$ cat src/hw/rtl/sazc_pkg.sv
`timescale 1ns / 1ps

package sazc_pkg;

  localparam int NUM_CLASSES     = 20;
  localparam int ANGLE_FRAC_BITS = 15;
  localparam int TABLE_LEN       = 20;
  localparam int MAX_CLASS       = (NUM_CLASSES < TABLE_LEN) ? NUM_CLASSES : TABLE_LEN;
  localparam int CLS_IDX_W       = $clog2(TABLE_LEN);

  localparam int CLS_W = 5;
  localparam int COS_W = 16;
  localparam int OUT_W = 16;
  localparam int ST_W  = 2;

  localparam logic [CLS_W-1:0] OCEAN_CLASS = 5'd17;
  localparam logic [COS_W-1:0] COS_ONE     = 16'd32768;

  localparam logic [ST_W-1:0] ST_OK    = 2'd0;
  localparam logic [ST_W-1:0] ST_CLASS = 2'd1;
  localparam logic [ST_W-1:0] ST_RANGE = 2'd2;

  // square root of (1 - c^2) in Q.60 / Q.30
  localparam int RAD_W      = 31;
  localparam int REM_W      = 62;
  localparam int ROOT_W     = 31;
  localparam int ROOT_STEPS = 31;
  localparam logic [32:0] RAD_ONE = 33'h1 << 30;

  // angle recovery, Q.30
  localparam int CORDIC_STEPS = 24;
  localparam int CORDIC_Q     = 30;
  localparam int CW           = 34;
  localparam int ZW           = 33;

  localparam logic [29:0] ATAN_TAB [CORDIC_STEPS] = '{
    30'd843314856, 30'd497837829, 30'd263043836, 30'd133525158, 30'd67021687,
    30'd33543515, 30'd16775850, 30'd8388437, 30'd4194282, 30'd2097149,
    30'd1048575, 30'd524287, 30'd262143, 30'd131071, 30'd65535, 30'd32767,
    30'd16383, 30'd8191, 30'd4095, 30'd2047, 30'd1023, 30'd511, 30'd255, 30'd127
  };

  // angle powers
  localparam int S_W  = ANGLE_FRAC_BITS + 2;
  localparam int S2_W = ANGLE_FRAC_BITS + 4;
  localparam int S3_W = ANGLE_FRAC_BITS + 6;
  localparam logic [S_W-1:0] SZA_MAX = S_W'((64'd1571 << ANGLE_FRAC_BITS) / 64'd1000);

  // polynomial coefficients, Q.24
  localparam int CONST_W = 24;
  localparam int TP_W    = CONST_W + S3_W;
  localparam int T_W     = 32;
  localparam int G_W     = 36;
  localparam int B_W     = 15;

  localparam logic [CONST_W-1:0] G1_C2 = 24'd1190964;
  localparam logic [CONST_W-1:0] G1_C3 = 24'd5160470;
  localparam logic [CONST_W-1:0] G2_C2 = 24'd2790286;
  localparam logic [CONST_W-1:0] G2_C3 = 24'd701959;

  localparam int G1_C0   = 127071;
  localparam int G2_C0   = 21557196;
  localparam int G1N     = 4493106;
  localparam int G2N_NEG = 23810225;
  localparam int G1M     = 1047569;
  localparam int G2M_NEG = 22677763;

  localparam logic signed [G_W-1:0] E1_OFS  = G_W'(-(G1_C0 + G1N));
  localparam logic signed [G_W-1:0] E2_OFS  = G_W'(G2N_NEG - G2_C0);
  localparam logic signed [G_W-1:0] ONE_Q24 = G_W'(1 << 24);

  localparam logic [B_W-1:0] B1_TAB [TABLE_LEN] = '{
    15'd6029, 15'd6029, 15'd3408, 15'd4456, 15'd4391, 15'd6947, 15'd8389,
    15'd6226, 15'd6554, 15'd8913, 15'd22938, 15'd8847, 15'd6554, 15'd8847,
    15'd6554, 15'd8847, 15'd6554, 15'd6554, 15'd6554, 15'd6554
  };

  localparam logic [B_W-1:0] B2_TAB [TABLE_LEN] = '{
    15'd5046, 15'd5046, 15'd6554, 15'd6554, 15'd5636, 15'd4063, 15'd3670,
    15'd5898, 15'd3801, 15'd1180, 15'd6554, 15'd1573, 15'd6554, 15'd1573,
    15'd6554, 15'd328, 15'd6554, 15'd6554, 15'd6554, 15'd6554
  };

  // divider
  localparam int N_W = 48;
  localparam int D_W = 32;
  localparam int Q_W = OUT_W;

  localparam logic [15:0]    OCEAN_2D  = 16'd53740;
  localparam logic [D_W-1:0] DEN_BASE  = 32'h8000_0000;
  localparam logic [N_W-1:0] OCEAN_NUM = 48'd92406 << 29;

  typedef logic [D_W-1:0] dtab_t [TABLE_LEN];

  function automatic dtab_t calc_dtab();
    dtab_t t;
    longint p1;
    longint p2;
    longint d;
    for (int k = 0; k < TABLE_LEN; k++) begin
      p1 = -((longint'(B1_TAB[k]) * longint'(G1N - G1M)) >>> 16);
      p2 = (longint'(B2_TAB[k]) * longint'(G2N_NEG - G2M_NEG)) >>> 16;
      d  = longint'(1 << 24) + p1 + p2;
      if (d < 1) d = 1;
      t[k] = D_W'(d);
    end
    return t;
  endfunction

  localparam dtab_t D_TAB = calc_dtab();

  function automatic logic class_in_table(logic [CLS_W-1:0] cls);
    return (cls >= 5'd1) && (cls <= CLS_W'(TABLE_LEN));
  endfunction

  function automatic logic [B_W-1:0] b1_of(logic [CLS_W-1:0] cls);
    logic [CLS_IDX_W-1:0] idx;
    idx = CLS_IDX_W'(cls - 5'd1);
    if (class_in_table(cls)) return B1_TAB[idx];
    return '0;
  endfunction

  function automatic logic [B_W-1:0] b2_of(logic [CLS_W-1:0] cls);
    logic [CLS_IDX_W-1:0] idx;
    idx = CLS_IDX_W'(cls - 5'd1);
    if (class_in_table(cls)) return B2_TAB[idx];
    return '0;
  endfunction

  function automatic logic [D_W-1:0] d_of(logic [CLS_W-1:0] cls);
    logic [CLS_IDX_W-1:0] idx;
    idx = CLS_IDX_W'(cls - 5'd1);
    if (class_in_table(cls)) return D_TAB[idx];
    return D_W'(1);
  endfunction

  typedef struct packed {
    logic             valid;
    logic [CLS_W-1:0] cls;
    logic [COS_W-1:0] cos;
    logic [ST_W-1:0]  status;
    logic             zero;
  } side_t;

endpackage

$ cat src/hw/rtl/sazc_isqrt.sv
`timescale 1ns / 1ps

module sazc_isqrt
  import sazc_pkg::*;
(
  input  logic              clk,
  input  logic              rst_n,
  input  logic              ce,
  input  side_t             side_i,
  output side_t             side_o,
  output logic [ROOT_W-1:0] root_o
);

  logic [2*COS_W-1:0] csq;
  logic [RAD_W-1:0]   rad_r;
  side_t              side0_r;

  logic [REM_W-1:0]  rem_r [ROOT_STEPS-1];
  logic [ROOT_W-1:0] q_r   [ROOT_STEPS];
  side_t             sd_r  [ROOT_STEPS];

  assign csq = side_i.cos * side_i.cos;

  always_ff @(posedge clk) begin
    if (!rst_n) begin
      side0_r.valid <= 1'b0;
    end else if (ce) begin
      side0_r <= side_i;
      rad_r   <= RAD_W'(RAD_ONE - 33'(csq));
    end
  end

  // one root bit per stage, MSB first
  for (genvar j = 0; j < ROOT_STEPS; j++) begin : g_step
    localparam int I = ROOT_STEPS - 1 - j;
    logic [REM_W-1:0]  rc;
    logic [REM_W-1:0]  term;
    logic [ROOT_W-1:0] qc;
    side_t             sc;
    logic              take;

    if (j == 0) begin : g_first
      assign rc = {1'b0, rad_r, 30'b0};
      assign qc = '0;
      assign sc = side0_r;
    end else begin : g_next
      assign rc = rem_r[j-1];
      assign qc = q_r[j-1];
      assign sc = sd_r[j-1];
    end

    assign term = (REM_W'(qc) << (I + 1)) + (REM_W'(1) << (2 * I));
    assign take = rc >= term;

    always_ff @(posedge clk) begin
      if (!rst_n) begin
        sd_r[j].valid <= 1'b0;
      end else if (ce) begin
        sd_r[j] <= sc;
        q_r[j]  <= take ? (qc | (ROOT_W'(1) << I)) : qc;
      end
    end

    if (j < ROOT_STEPS - 1) begin : g_rem
      always_ff @(posedge clk) begin
        if (ce) begin
          rem_r[j] <= take ? (rc - term) : rc;
        end
      end
    end
  end

  assign side_o = sd_r[ROOT_STEPS-1];
  assign root_o = q_r[ROOT_STEPS-1];

endmodule

$ cat config.mk
export PLATFORM = sky130hd
export DESIGN_NAME = sazc_isqrt
export DESIGN_NICKNAME = d
export VERILOG_FILES = /design/src/hw/rtl/sazc_pkg.sv /design/src/hw/rtl/sazc_isqrt.sv
export SDC_FILE = /design/constraint.sdc
export NUM_CORES = 2
export LEC_CHECK = 0
export BUFFER_PORTS_ARGS = -buffer_cell sky130_fd_sc_hd__buf_2
export CORE_ASPECT_RATIO = 0.9
export CORE_MARGIN = 2
export CORE_UTILIZATION = 25
export CTS_CLUSTER_SIZE = 24
export DETAILED_ROUTE_END_ITERATION = 6
export MAX_ROUTING_LAYER = met4
export SLEW_MARGIN = 10
export SYNTH_ARGS = -nofsm -noshare
export SYNTH_HDL_FRONTEND = slang
export SYNTH_SLANG_ARGS = --single-unit
$ cat constraint.sdc
create_clock -name clk -period 76.8 [get_ports clk]
set_input_delay 11.52 -clock clk [delete_from_list [all_inputs] [get_ports clk]]
set_output_delay 11.52 -clock clk [all_outputs]
set_load 0.01 [all_outputs]
==> metrics.txt <==
status completed; Worst Min Path Start sd_r[1][35]; post-DR wirelength/cell approximately 14 microns; core region area 482000 sq um; layout cell share with drive strength beyond 1 6.60%; HP Class reg2reg; synth unique cells 86; Critical Path Fanout Max 15; max-cap violations 0; Combinational Power Share 29.8%; Tmin final 17.05 ns; H-tree lvl count 5; Min Hold Slack around 0.4 ns; Power Density 32.9 nW/um^2; RSZ-0062 raised after global routing false; Final Hold Viols 0; drt initial violations 4785; Leakage Power 50.9 nW; DRT Pass-1 Iters 6; CTS tree done; Seq/Total Area, Yosys 61.3%; post-route setup TNS 0 ns; Crit Path Category in2reg; port bufs a little over 80; Starting Density 25.1%; clock latency at the later pin of the worst-skew pair 0.93 ns; Placed Area 129000 sq um; final slew viol count 0; crit share post-route 22.2%; Reg area 74000 sq um; worst vdd ir 0.0683 mV; NetSw 1.44 mW; GR Overflow Total 0; vias in the first global route 71200; Critical Path Sink Type flop; CTS buffer count 277; Clock Sink Count approximately 2500; Root Buffer clkbuf_16; Die ar. 489000 sq um; Gates resized, CTS repair 0; P&R area growth vs syn 14.5%; via count 70900; Post-Syn Instances 9546; Finished Cell Area between 100000 and 150000 sq um; boundary pin count 84; Die H around 660 microns; endpoints failing setup 0; dpl hpwl 165 mm; Slew headroom between 10% and 20%; number of vias per cell 4.31; residual DRC count 0; measured slew at the worst slew-check pin about 1.3 ns; Synth Cell Area 121000 sq um; CP Launch Type primary input; #FFs+latches synth 2466; die width 737 microns; Final Skew 0.0948 ns; Worst Path Required 77.47 ns; Post-synth EDFFs ~2500; GRT Util Overall 9.61%; post-CTS setup repair buffer count 0; DRT antenna net count 0; largest net degree at the start of global routing ~180; Total Wirelength 234 mm; Setup crit start side_i[8]; internal power consumption 3.11 mW; GPL Wtd Cong 0.871; Synth Flop Type edfxtp_1; Clk network pwr share 29.3%; first-pass GRT wire length 380 mm; Max Root-Sink Buffers 4; Design Power approximately 4.6 mW; Place WS 58.76 ns; Core Rows 242; multi-input combinational cell area 42500 sq um; R2R Setup Slk 71.62 ns; R2R Path Start rem_r[19][22]; setup ws final 59.75 ns; Net Sw Frac 31.7%; Arr. time, crit path 17.72 ns; max frequency slightly below 60 MHz; Clock Pin Slew Worst Setup and Hold Paths 0.06 ns; Ys Warns 0; nets around 11000; Avg Inst Size Synth 12.7 sq um; filler cell count around 49000; # hold bufs at CTS 0; Seq pwr share 40.9%; asr flop ratio synth 0%; initial antenna violation count 4
-- cell usage in the layout (no fill, tap or decap), types with 63 or more instances in the layout --
cell | netlist | final
a211oi_1 | 76 | 76
a21o_1 | 215 | 215
a21oi_1 | 486 | 484
and3_1 | 79 | 79
buf_2 | 1 | 82
clkbuf_16 | 0 | 282
edfxtp_1 | 2464 | 2464
fa_1 | 191 | 191
ha_1 | 602 | 602
inv_1 | 957 | 957
nand2_1 | 724 | 724
nand2b_1 | 86 | 86
nand3_1 | 148 | 148
nand4_1 | 82 | 82
nor2_1 | 532 | 532
nor2b_1 | 63 | 63
nor3_1 | 240 | 240
nor4_1 | 159 | 159
o21a_1 | 70 | 70
o21ai_0 | 503 | 503
or3_1 | 100 | 100
xnor2_1 | 429 | 429
xor2_1 | 382 | 382
-- through the flow --
step                      instances  util [%]
after floorplan                9547         -
after CTS                     16500      28.7
final                         16500      28.7
after global placement        16000      26.8
after detailed placement      16000      26.8
after global routing          16500      28.7
-- final timing paths --
path | end | cells after the start
hold / removal | sd_r[1][60] | 0
setup / recovery | rad_r[29] | 22
hold reg to reg | sd_r[1][60] | 0
setup reg to reg | rem_r[20][49] | 12
-- per-layer routing --
layer  part of all wire (%)  global-route usage, %  vias up  routed length, microns
met5                      0                      -        -                       0
met1                     44                   11.6    33800                  103000
li1                       -                      -    35300                       -
met3                    3.7                   1.45      545                    8650
met2                     48                   16.1     1289                  113000
met4                    4.3                   3.80        0                   10100
-- cells in the mapped netlist, types with 39 or more instances --
| library cell | count | area, sq um |
|---|---|---|
| o31ai_1 | 54 | 405 |
| and2_1 | 55 | 344 |
| o21ai_0 | 503 | 2520 |
| a21o_1 | 215 | 1610 |
| nor2_1 | 532 | 2000 |
| or3_1 | 100 | 626 |
| nor4_1 | 159 | 995 |
| xor2_1 | 382 | 3350 |
| nand3_1 | 148 | 741 |
| mux2_2 | 39 | 439 |
| edfxtp_1 | 2464 | 74000 |
| nand2b_1 | 86 | 538 |
| ha_1 | 602 | 7530 |
| nor2b_1 | 63 | 394 |
| fa_1 | 191 | 3820 |
| o211ai_1 | 43 | 323 |
| o21a_1 | 70 | 526 |
| inv_1 | 957 | 3590 |
| nor3_1 | 240 | 1200 |
| nand4_1 | 82 | 513 |
| a211oi_1 | 76 | 571 |
| a21oi_1 | 486 | 2430 |
| or4_1 | 60 | 450 |
| xnor2_1 | 429 | 3760 |
| or2_2 | 42 | 263 |
| nand2_1 | 724 | 2720 |
| clkbuf_1 | 173 | 649 |
| and3_1 | 79 | 494 |
| o21bai_1 | 61 | 458 |
| a31oi_1 | 50 | 313 |
-- cell type report --
type                    count  area share [%]
inverters                 962            2.61
clock inverters           171            1.41
multi-input cells        5931            30.7
diodes                      3         0.00543
flip-flops and latches   2466            53.5
repair buffers            141           0.649
clock buffers             331            5.23
well taps                6466            5.85
-- state kept, by name, indices dropped and copies added, names as in the netlist, named ones only --
name and count:
g_step.sc 24, q_r 496, rad_r 30, rem_r 1140, sd_r 775
-- power groups by stage --
| stage | Combinational [mW] | Sequential (mW) | Clock (mW) |
|---|---|---|---|
| floorplan | 1.07 | 1.88 | 0 |
| global placement | 1.34 | 1.89 | 0 |
| detailed placement | 1.35 | 1.89 | 0 |
| CTS | 1.36 | 1.86 | 1.38 |
| global route | 1.55 | 1.88 | 1.43 |
| finish | 1.36 | 1.86 | 1.34 |
-- critical path: stages --
cell and delay [ns]:
buf_2 0.37, inv_1 0.29, nor2_1 0.40, fa_1 0.52
fa_1 0.43, ha_1 0.21, fa_1 0.54, inv_1 0.05
fa_1 0.48, inv_1 0.07, fa_1 0.55, inv_1 0.04
ha_1 0.33, a21oi_1 0.32, nand3_1 0.17, o211ai_1 0.27
a31oi_1 0.19, o211ai_1 0.36, nand2b_1 0.09, a21oi_1 0.27
o31ai_1 0.11, xor2_1 0.14
-- cells by family (layout without fill, tap and decap cells) --
| kind of cell | count (synthesis) | in the layout | share of synthesized area (%) |
|---|---|---|---|
| DFF | 2466 | 2466 | 61.3 |
| xor gates and xnor gates | 811 | 811 | 5.88 |
| muxes | 46 | 46 | 0.421 |
| and+or+nand+nor | 2505 | 2505 | 10.3 |
| adders and majority gates | 793 | 793 | 9.40 |
| buffers and inverters | 1150 | 1605 | 3.59 |
| AOI/OAI and AO/OA | 1774 | 1774 | 9.17 |
| other | 1 | 5 | 0.00310 |
Note: power is estimated with default switching activity, not from simulation.
