--- config.mk ---
export PLATFORM = sky130hd
export DESIGN_NAME = sazc_div
export DESIGN_NICKNAME = d
export VERILOG_FILES = /design/src/hw/rtl/sazc_pkg.sv /design/src/hw/rtl/sazc_div.sv
export SDC_FILE = /design/constraint.sdc
export NUM_CORES = 2
export LEC_CHECK = 0
export ABC_AREA = 1
export BUFFER_PORTS_ARGS = -buffer_cell sky130_fd_sc_hd__buf_2
export CAP_MARGIN = 20
export CORE_MARGIN = 5
export CORE_UTILIZATION = 50
export CTS_BUF_LIST = sky130_fd_sc_hd__clkbuf_8
export CTS_CLUSTER_DIAMETER = 30
export CTS_CLUSTER_SIZE = 24
export DETAILED_ROUTE_END_ITERATION = 16
export HOLD_SLACK_MARGIN = 0.1
export PLACE_DENSITY = 0.66
export SYNTH_ARGS = -nofsm -noshare
export SYNTH_HDL_FRONTEND = slang
export SYNTH_SLANG_ARGS = --single-unit
--- constraint.sdc ---
create_clock -name clk -period 16.35 [get_ports clk]
set_input_delay 1.635 -clock clk [delete_from_list [all_inputs] [get_ports clk]]
set_output_delay 1.635 -clock clk [all_outputs]
set_load 0.005 [all_outputs]
--- src/hw/rtl/sazc_pkg.sv ---
`timescale 1ns / 1ps

package sazc_pkg;

  localparam int NUM_CLASSES     = 20;
  localparam int ANGLE_FRAC_BITS = 15;
  localparam int TABLE_LEN       = 20;
  localparam int MAX_CLASS       = (NUM_CLASSES < TABLE_LEN) ? NUM_CLASSES : TABLE_LEN;
  localparam int CLS_IDX_W       = $clog2(TABLE_LEN);

  localparam int CLS_W = 5;
  localparam int COS_W = 16;
  localparam int OUT_W = 16;
  localparam int ST_W  = 2;

  localparam logic [CLS_W-1:0] OCEAN_CLASS = 5'd17;
  localparam logic [COS_W-1:0] COS_ONE     = 16'd32768;

  localparam logic [ST_W-1:0] ST_OK    = 2'd0;
  localparam logic [ST_W-1:0] ST_CLASS = 2'd1;
  localparam logic [ST_W-1:0] ST_RANGE = 2'd2;

  // square root of (1 - c^2) in Q.60 / Q.30
  localparam int RAD_W      = 31;
  localparam int REM_W      = 62;
  localparam int ROOT_W     = 31;
  localparam int ROOT_STEPS = 31;
  localparam logic [32:0] RAD_ONE = 33'h1 << 30;

  // angle recovery, Q.30
  localparam int CORDIC_STEPS = 24;
  localparam int CORDIC_Q     = 30;
  localparam int CW           = 34;
  localparam int ZW           = 33;

  localparam logic [29:0] ATAN_TAB [CORDIC_STEPS] = '{
    30'd843314856, 30'd497837829, 30'd263043836, 30'd133525158, 30'd67021687,
    30'd33543515, 30'd16775850, 30'd8388437, 30'd4194282, 30'd2097149,
    30'd1048575, 30'd524287, 30'd262143, 30'd131071, 30'd65535, 30'd32767,
    30'd16383, 30'd8191, 30'd4095, 30'd2047, 30'd1023, 30'd511, 30'd255, 30'd127
  };

  // angle powers
  localparam int S_W  = ANGLE_FRAC_BITS + 2;
  localparam int S2_W = ANGLE_FRAC_BITS + 4;
  localparam int S3_W = ANGLE_FRAC_BITS + 6;
  localparam logic [S_W-1:0] SZA_MAX = S_W'((64'd1571 << ANGLE_FRAC_BITS) / 64'd1000);

  // polynomial coefficients, Q.24
  localparam int CONST_W = 24;
  localparam int TP_W    = CONST_W + S3_W;
  localparam int T_W     = 32;
  localparam int G_W     = 36;
  localparam int B_W     = 15;

  localparam logic [CONST_W-1:0] G1_C2 = 24'd1190964;
  localparam logic [CONST_W-1:0] G1_C3 = 24'd5160470;
  localparam logic [CONST_W-1:0] G2_C2 = 24'd2790286;
  localparam logic [CONST_W-1:0] G2_C3 = 24'd701959;

  localparam int G1_C0   = 127071;
  localparam int G2_C0   = 21557196;
  localparam int G1N     = 4493106;
  localparam int G2N_NEG = 23810225;
  localparam int G1M     = 1047569;
  localparam int G2M_NEG = 22677763;

  localparam logic signed [G_W-1:0] E1_OFS  = G_W'(-(G1_C0 + G1N));
  localparam logic signed [G_W-1:0] E2_OFS  = G_W'(G2N_NEG - G2_C0);
  localparam logic signed [G_W-1:0] ONE_Q24 = G_W'(1 << 24);

  localparam logic [B_W-1:0] B1_TAB [TABLE_LEN] = '{
    15'd6029, 15'd6029, 15'd3408, 15'd4456, 15'd4391, 15'd6947, 15'd8389,
    15'd6226, 15'd6554, 15'd8913, 15'd22938, 15'd8847, 15'd6554, 15'd8847,
    15'd6554, 15'd8847, 15'd6554, 15'd6554, 15'd6554, 15'd6554
  };

  localparam logic [B_W-1:0] B2_TAB [TABLE_LEN] = '{
    15'd5046, 15'd5046, 15'd6554, 15'd6554, 15'd5636, 15'd4063, 15'd3670,
    15'd5898, 15'd3801, 15'd1180, 15'd6554, 15'd1573, 15'd6554, 15'd1573,
    15'd6554, 15'd328, 15'd6554, 15'd6554, 15'd6554, 15'd6554
  };

  // divider
  localparam int N_W = 48;
  localparam int D_W = 32;
  localparam int Q_W = OUT_W;

  localparam logic [15:0]    OCEAN_2D  = 16'd53740;
  localparam logic [D_W-1:0] DEN_BASE  = 32'h8000_0000;
  localparam logic [N_W-1:0] OCEAN_NUM = 48'd92406 << 29;

  typedef logic [D_W-1:0] dtab_t [TABLE_LEN];

  function automatic dtab_t calc_dtab();
    dtab_t t;
    longint p1;
    longint p2;
    longint d;
    for (int k = 0; k < TABLE_LEN; k++) begin
      p1 = -((longint'(B1_TAB[k]) * longint'(G1N - G1M)) >>> 16);
      p2 = (longint'(B2_TAB[k]) * longint'(G2N_NEG - G2M_NEG)) >>> 16;
      d  = longint'(1 << 24) + p1 + p2;
      if (d < 1) d = 1;
      t[k] = D_W'(d);
    end
    return t;
  endfunction

  localparam dtab_t D_TAB = calc_dtab();

  function automatic logic class_in_table(logic [CLS_W-1:0] cls);
    return (cls >= 5'd1) && (cls <= CLS_W'(TABLE_LEN));
  endfunction

  function automatic logic [B_W-1:0] b1_of(logic [CLS_W-1:0] cls);
    logic [CLS_IDX_W-1:0] idx;
    idx = CLS_IDX_W'(cls - 5'd1);
    if (class_in_table(cls)) return B1_TAB[idx];
    return '0;
  endfunction

  function automatic logic [B_W-1:0] b2_of(logic [CLS_W-1:0] cls);
    logic [CLS_IDX_W-1:0] idx;
    idx = CLS_IDX_W'(cls - 5'd1);
    if (class_in_table(cls)) return B2_TAB[idx];
    return '0;
  endfunction

  function automatic logic [D_W-1:0] d_of(logic [CLS_W-1:0] cls);
    logic [CLS_IDX_W-1:0] idx;
    idx = CLS_IDX_W'(cls - 5'd1);
    if (class_in_table(cls)) return D_TAB[idx];
    return D_W'(1);
  endfunction

  typedef struct packed {
    logic             valid;
    logic [CLS_W-1:0] cls;
    logic [COS_W-1:0] cos;
    logic [ST_W-1:0]  status;
    logic             zero;
  } side_t;

endpackage

--- src/hw/rtl/sazc_div.sv ---
`timescale 1ns / 1ps

module sazc_div
  import sazc_pkg::*;
(
  input  logic                  clk,
  input  logic                  rst_n,
  input  logic                  ce,
  input  side_t                 side_i,
  input  logic signed [G_W-1:0] n_i,
  input  logic [D_W-1:0]        den_i,
  output side_t                 side_o,
  output logic [OUT_W-1:0]      corr_o
);

  logic           ocean;
  logic [D_W-1:0] dv;
  logic [N_W-1:0] nv;
  side_t          sd0_nxt;

  side_t          sd0_r, sd1_r;
  logic [N_W-1:0] n0_r, n1_r;
  logic [D_W-1:0] d0_r, d1_r;
  logic           sat1_r;

  logic [N_W-1:0] rem_r [Q_W-1];
  logic [D_W-1:0] dd_r  [Q_W-1];
  logic [Q_W-1:0] q_r   [Q_W];
  logic           sat_r [Q_W];
  side_t          sd_r  [Q_W];

  assign ocean = side_i.cls == OCEAN_CLASS;
  assign dv    = ocean ? den_i : d_of(side_i.cls);
  assign nv    = ocean ? OCEAN_NUM : (N_W'($unsigned(n_i)) << 14);

  always_comb begin
    sd0_nxt = side_i;
    sd0_nxt.zero = !ocean && (n_i[G_W-1] || n_i == '0);
  end

  always_ff @(posedge clk) begin
    if (!rst_n) begin
      sd0_r.valid <= 1'b0;
      sd1_r.valid <= 1'b0;
    end else if (ce) begin
      sd0_r <= sd0_nxt;
      sd1_r <= sd0_r;
    end
  end

  // rounding bias, then saturation test against divisor * 2^16
  always_ff @(posedge clk) begin
    if (ce) begin
      n0_r   <= nv + N_W'(dv >> 1);
      d0_r   <= dv;
      n1_r   <= n0_r;
      d1_r   <= d0_r;
      sat1_r <= n0_r >= {d0_r, 16'b0};
    end
  end

  // restoring division, one quotient bit per stage
  for (genvar j = 0; j < Q_W; j++) begin : g_step
    localparam int I = Q_W - 1 - j;
    logic [N_W-1:0] rc;
    logic [N_W-1:0] term;
    logic [D_W-1:0] dc;
    logic [Q_W-1:0] qc;
    logic           satc;
    side_t          sc;
    logic           take;

    if (j == 0) begin : g_first
      assign rc   = n1_r;
      assign dc   = d1_r;
      assign qc   = '0;
      assign satc = sat1_r;
      assign sc   = sd1_r;
    end else begin : g_next
      assign rc   = rem_r[j-1];
      assign dc   = dd_r[j-1];
      assign qc   = q_r[j-1];
      assign satc = sat_r[j-1];
      assign sc   = sd_r[j-1];
    end

    assign term = N_W'(dc) << I;
    assign take = rc >= term;

    always_ff @(posedge clk) begin
      if (!rst_n) begin
        sd_r[j].valid <= 1'b0;
      end else if (ce) begin
        sd_r[j]  <= sc;
        q_r[j]   <= take ? (qc | (Q_W'(1) << I)) : qc;
        sat_r[j] <= satc;
      end
    end

    if (j < Q_W - 1) begin : g_rem
      always_ff @(posedge clk) begin
        if (ce) begin
          rem_r[j] <= take ? (rc - term) : rc;
          dd_r[j]  <= dc;
        end
      end
    end
  end

  assign side_o = sd_r[Q_W-1];
  assign corr_o = (sd_r[Q_W-1].status != ST_OK || sd_r[Q_W-1].zero) ? '0 :
                  sat_r[Q_W-1] ? '1 : q_r[Q_W-1];

endmodule

==> impl_results.md <==
- Final hold vios: 0
- Clk slew on worst S/H paths: approximately 0.070 ns
- Total CTS buffers: around 370
- Worst Setup Slack post-DPL: ~10 ns
- CP Max Fanout: 15
- FF-to-FF path depth: 13
- Yosys warning total: 0
- Net Count, Synth: 15062
- DR vias: about 91000
- Initial core utilization: between 50% and 60%
- Total Routing Usage GR: approximately 29%
- Syn Inst Count: between 10000 and 15000
- Complex-gate fraction of the synthesized area: under 10%
- Post-synthesis mux area share: 0%
- Required time of the critical path: about 17 ns
- Final net count: around 15000
- Area growth, synth to finish: 10.80%
- CP bufs+invs: 4
- Post-route ant nets: 0
- Final setup margin: about 11 ns
- Finish-stage setup viols: 0
- Largest stage delay on the critical path: 0.49 ns
- Core area: between 200000 and 250000 µm²
- Final min period: 4.920 ns
- Flop2flop setup slack: around 12 ns
- CTS root buffer: clkbuf_8
- Post-DP HPWL: 276.2 mm
- Critical-path top delay cell: ha_1
- Post-Synth Adder-Cell Area: under 10%
- Layout cell share with drive strength beyond 1: under 10%
- WP data arrival: between 5 and 6 ns
- Unrepaired setup endpoints after global routing: false
- Met1 GRT Util: 38.22%
- Status: completed
- Largest family of logic cells by synthesized area: simple AND/OR/NAND/NOR gates
- Clk buf depth: 4
- Residual DRC: 0
- Vias in the first global route: roughly 85000
- IO buf count: between 100 and 150
- Post-CTS Setup Inserts: 0
- Post-synth cell types: 53
- M2 GR Usage: between 40% and 50%
- Most used routing layer: met2
- Critical path's top delay family: simple AND/OR/NAND/NOR gates
- First-pass GRT wire length: ~510 mm
- Worst hold slack: about 0.34 ns
- Worst slew pin tran: 1.046 ns
- GR Overflow Total: 0
- DIE AREA: between 200000 and 250000 µm²
- Max-cap viol count: 0
- Yosys reg bits: 1816
- Ports: between 100 and 150
- Routed WL per cell: ~19 µm
- Headroom to the max-slew limit: 30.23%
- Tot Pwr: slightly above 20 mW
- Post-CTS sizing: 0
- Fin area: 124300 µm²
- Clock skew: approximately 0.12 ns
- Final wirelength: about 340 mm
- Critical path class: input port to flip-flop
- Maximum clock frequency: approximately 200 MHz
- Hold Buf Count CTS: 0
- Clk sink count: 1816
- Synthesized area: ~110000 µm²
- Final Max Tran Viols: 0
- RR Endpoint: rem_r[3][37]
- First-pass DRT Iterations: 7
- CTS tree: done
- Worst hold path class: flip-flop to flip-flop
- Post-Synth Simple-Gate Area: between 20% and 30%
- Clock latency on the worst-skew pair: 1.09 ns
- Largest net degree at the start of global routing: roughly 180
- Setup TNS: 0 ns
- Worst setup EP type: flip-flop
- CP most frequent cell: nand2_1
- Chip width: slightly below 500 µm
- Final Cycle Share: 30.09%
- Vias per inst: around 5.1
- Hold path endpoint: sd_r[2][23]
- Leakage: roughly 61 nW
- H-tree Lvls: 5
- Worst VDD drop: a little over 100 µV
- Crit path cell chain: buf_2 > inv_1 > ha_1 > ha_1 > inv_1 > nor2_1 > o21ai_0 > nand3_1 > nand2_1 > ha_1 > inv_1 > fa_1 > nand3b_1 > nand2_1 > nand2_1 > nand3_1 > nand2_1 > nand2_1 > nand2_2 > nor2_2 > nand2_1 > nand2_1 > nand2_1
- Setup crit start kind: input port
- Num rows: around 170
- Height of the die: approximately 480 µm
- Post-Syn Area per Cell: 7.797 µm²
- Synth Area in XOR/XNOR: 2.365%
- Initial antenna violation count: 29
- Dpl cell area: 116100 µm²
- Power density of the placed cells: ~160 nW/µm²
- RePlAce Congestion: between 0.9 and 1
- RR Startpoint: dd_r[0][77]
- Register area share after synthesis: between 40% and 50%
- Min-Delay Startpoint: sd_r[1][23]
- Drt initial violations: 8421
- Hold depth: 0
- Met3 Track Usage GR: around 4%
cells in the final DEF (no fill, tap or decap), types with 42 or more instances in the layout:
cell | synthesis | final
inv_6 | 0 | 52
ha_1 | 563 | 563
nand2_1 | 5632 | 5632
inv_1 | 2757 | 2782
edfxtp_1 | 1813 | 1813
nor3_1 | 120 | 120
nand3_1 | 816 | 816
clkbuf_8 | 0 | 371
a21oi_1 | 439 | 439
nor2_1 | 1175 | 1174
buf_2 | 50 | 134
nand4_1 | 172 | 172
o21ai_0 | 146 | 146
xor2_1 | 265 | 265
clkinv_1 | 4 | 42
state kept, by name, summed over array words and instances (netlist names):
register,count
d1_r,18
sd0_r,25
n0_r,48
d0_r,18
sat_r,16
g_step.rc,48
q_r,136
rem_r,601
g_step.satc,1
g_step.sc,25
dd_r,480
sd_r,400
report_power, final:
| part | switching, mW | total [mW] | internal [mW] |
|---|---|---|---|
| clock network | 2.21 | 5.08 | 2.88 |
| registers | 0.654 | 6.94 | 6.28 |
| logic | 5.70 | 8.30 | 2.60 |
per-stage QoR:
step | std cells | utilization [%]
3_5_place_dp | 17410 | 52.14
5_1_grt | 18071 | 55.80
3_3_place_gp | 17410 | 52.14
6_report | 18073 | 55.80
4_1_cts | 18069 | 55.78
2_1_floorplan | 14387 | -
cells in the mapped netlist, drive strengths merged:
cell type,instances,area [µm²]
a21boi,1,7.510
nand3b,28,210.2
a31oi,2,12.51
xnor2,36,315.3
or3,1,6.260
a21oi,467,2442
nand4,182,1236
xor2,266,2337
dfxtp,3,60.06
nor4,25,156.4
ha,563,7044
a22oi,1,7.510
or2,9,56.31
nor3b,1,12.51
and3,4,25.02
nor3,127,683.2
o21a,5,37.54
inv,2777,10430
clkbuf,21,78.83
edfxtp,1813,54440
a22o,2,17.52
fa,16,320.3
o21ai,160,804.5
o21bai,38,289.0
clkinv,4,15.01
nand2,5651,21280
a21o,6,45.04
o22ai,1,6.260
buf,107,734.5
o211ai,6,45.04
and2,23,143.9
nor2,1217,4708
nand3,824,4164
cell type report:
type,count,area (µm²)
Clock inverter,288,3012
Sequential cell,1816,54500
Inverter,2781,10450
Fill cell,21243,98450
Timing Repair Buffer,177,1059
Tap cell,2975,3722
Multi-Input combinational cell,9662,46430
Clock buffer,371,5106
Antenna cell,3,7.507
worst reg2reg max path, delay by kind of cell (launching register included):
kind,cells,cell delay (ns)
compound gates,1,0.27
fa+ha+maj,2,0.65
buf+inv,3,0.74
flops,1,0.44
simple gates,7,1.58
cell families after synthesis:
| kind of cell | after synthesis |
|---|---|
| simple gates | 8092 |
| buf+inv | 2909 |
| flops | 1816 |
| compound gates | 689 |
| fa+ha+maj | 579 |
| xor+xnor | 302 |
worst max path at each step:
stage / from / end / slack (ns) / depth (start not counted)
after floorplan: rst_n / g_step[0].sc[0] / 2.42 / 2
after global routing: side_i[19] / n0_r[38] / 11.09 / 23
after detailed placement: side_i[19] / n0_r[38] / 10.47 / 23
after CTS: side_i[19] / n0_r[38] / 11.64 / 23
after global placement: side_i[19] / n0_r[38] / 10.37 / 23
final: side_i[19] / n0_r[38] / 11.43 / 23
per-layer routing:
layer | wire length (µm) | vias up
met5 | 41 | -
met2 | 158900 | 2927
met3 | 22310 | 592
met4 | 13850 | 6
met1 | 147300 | 41603
li1 | - | 46236
Power figures use the tool's default switching activity.
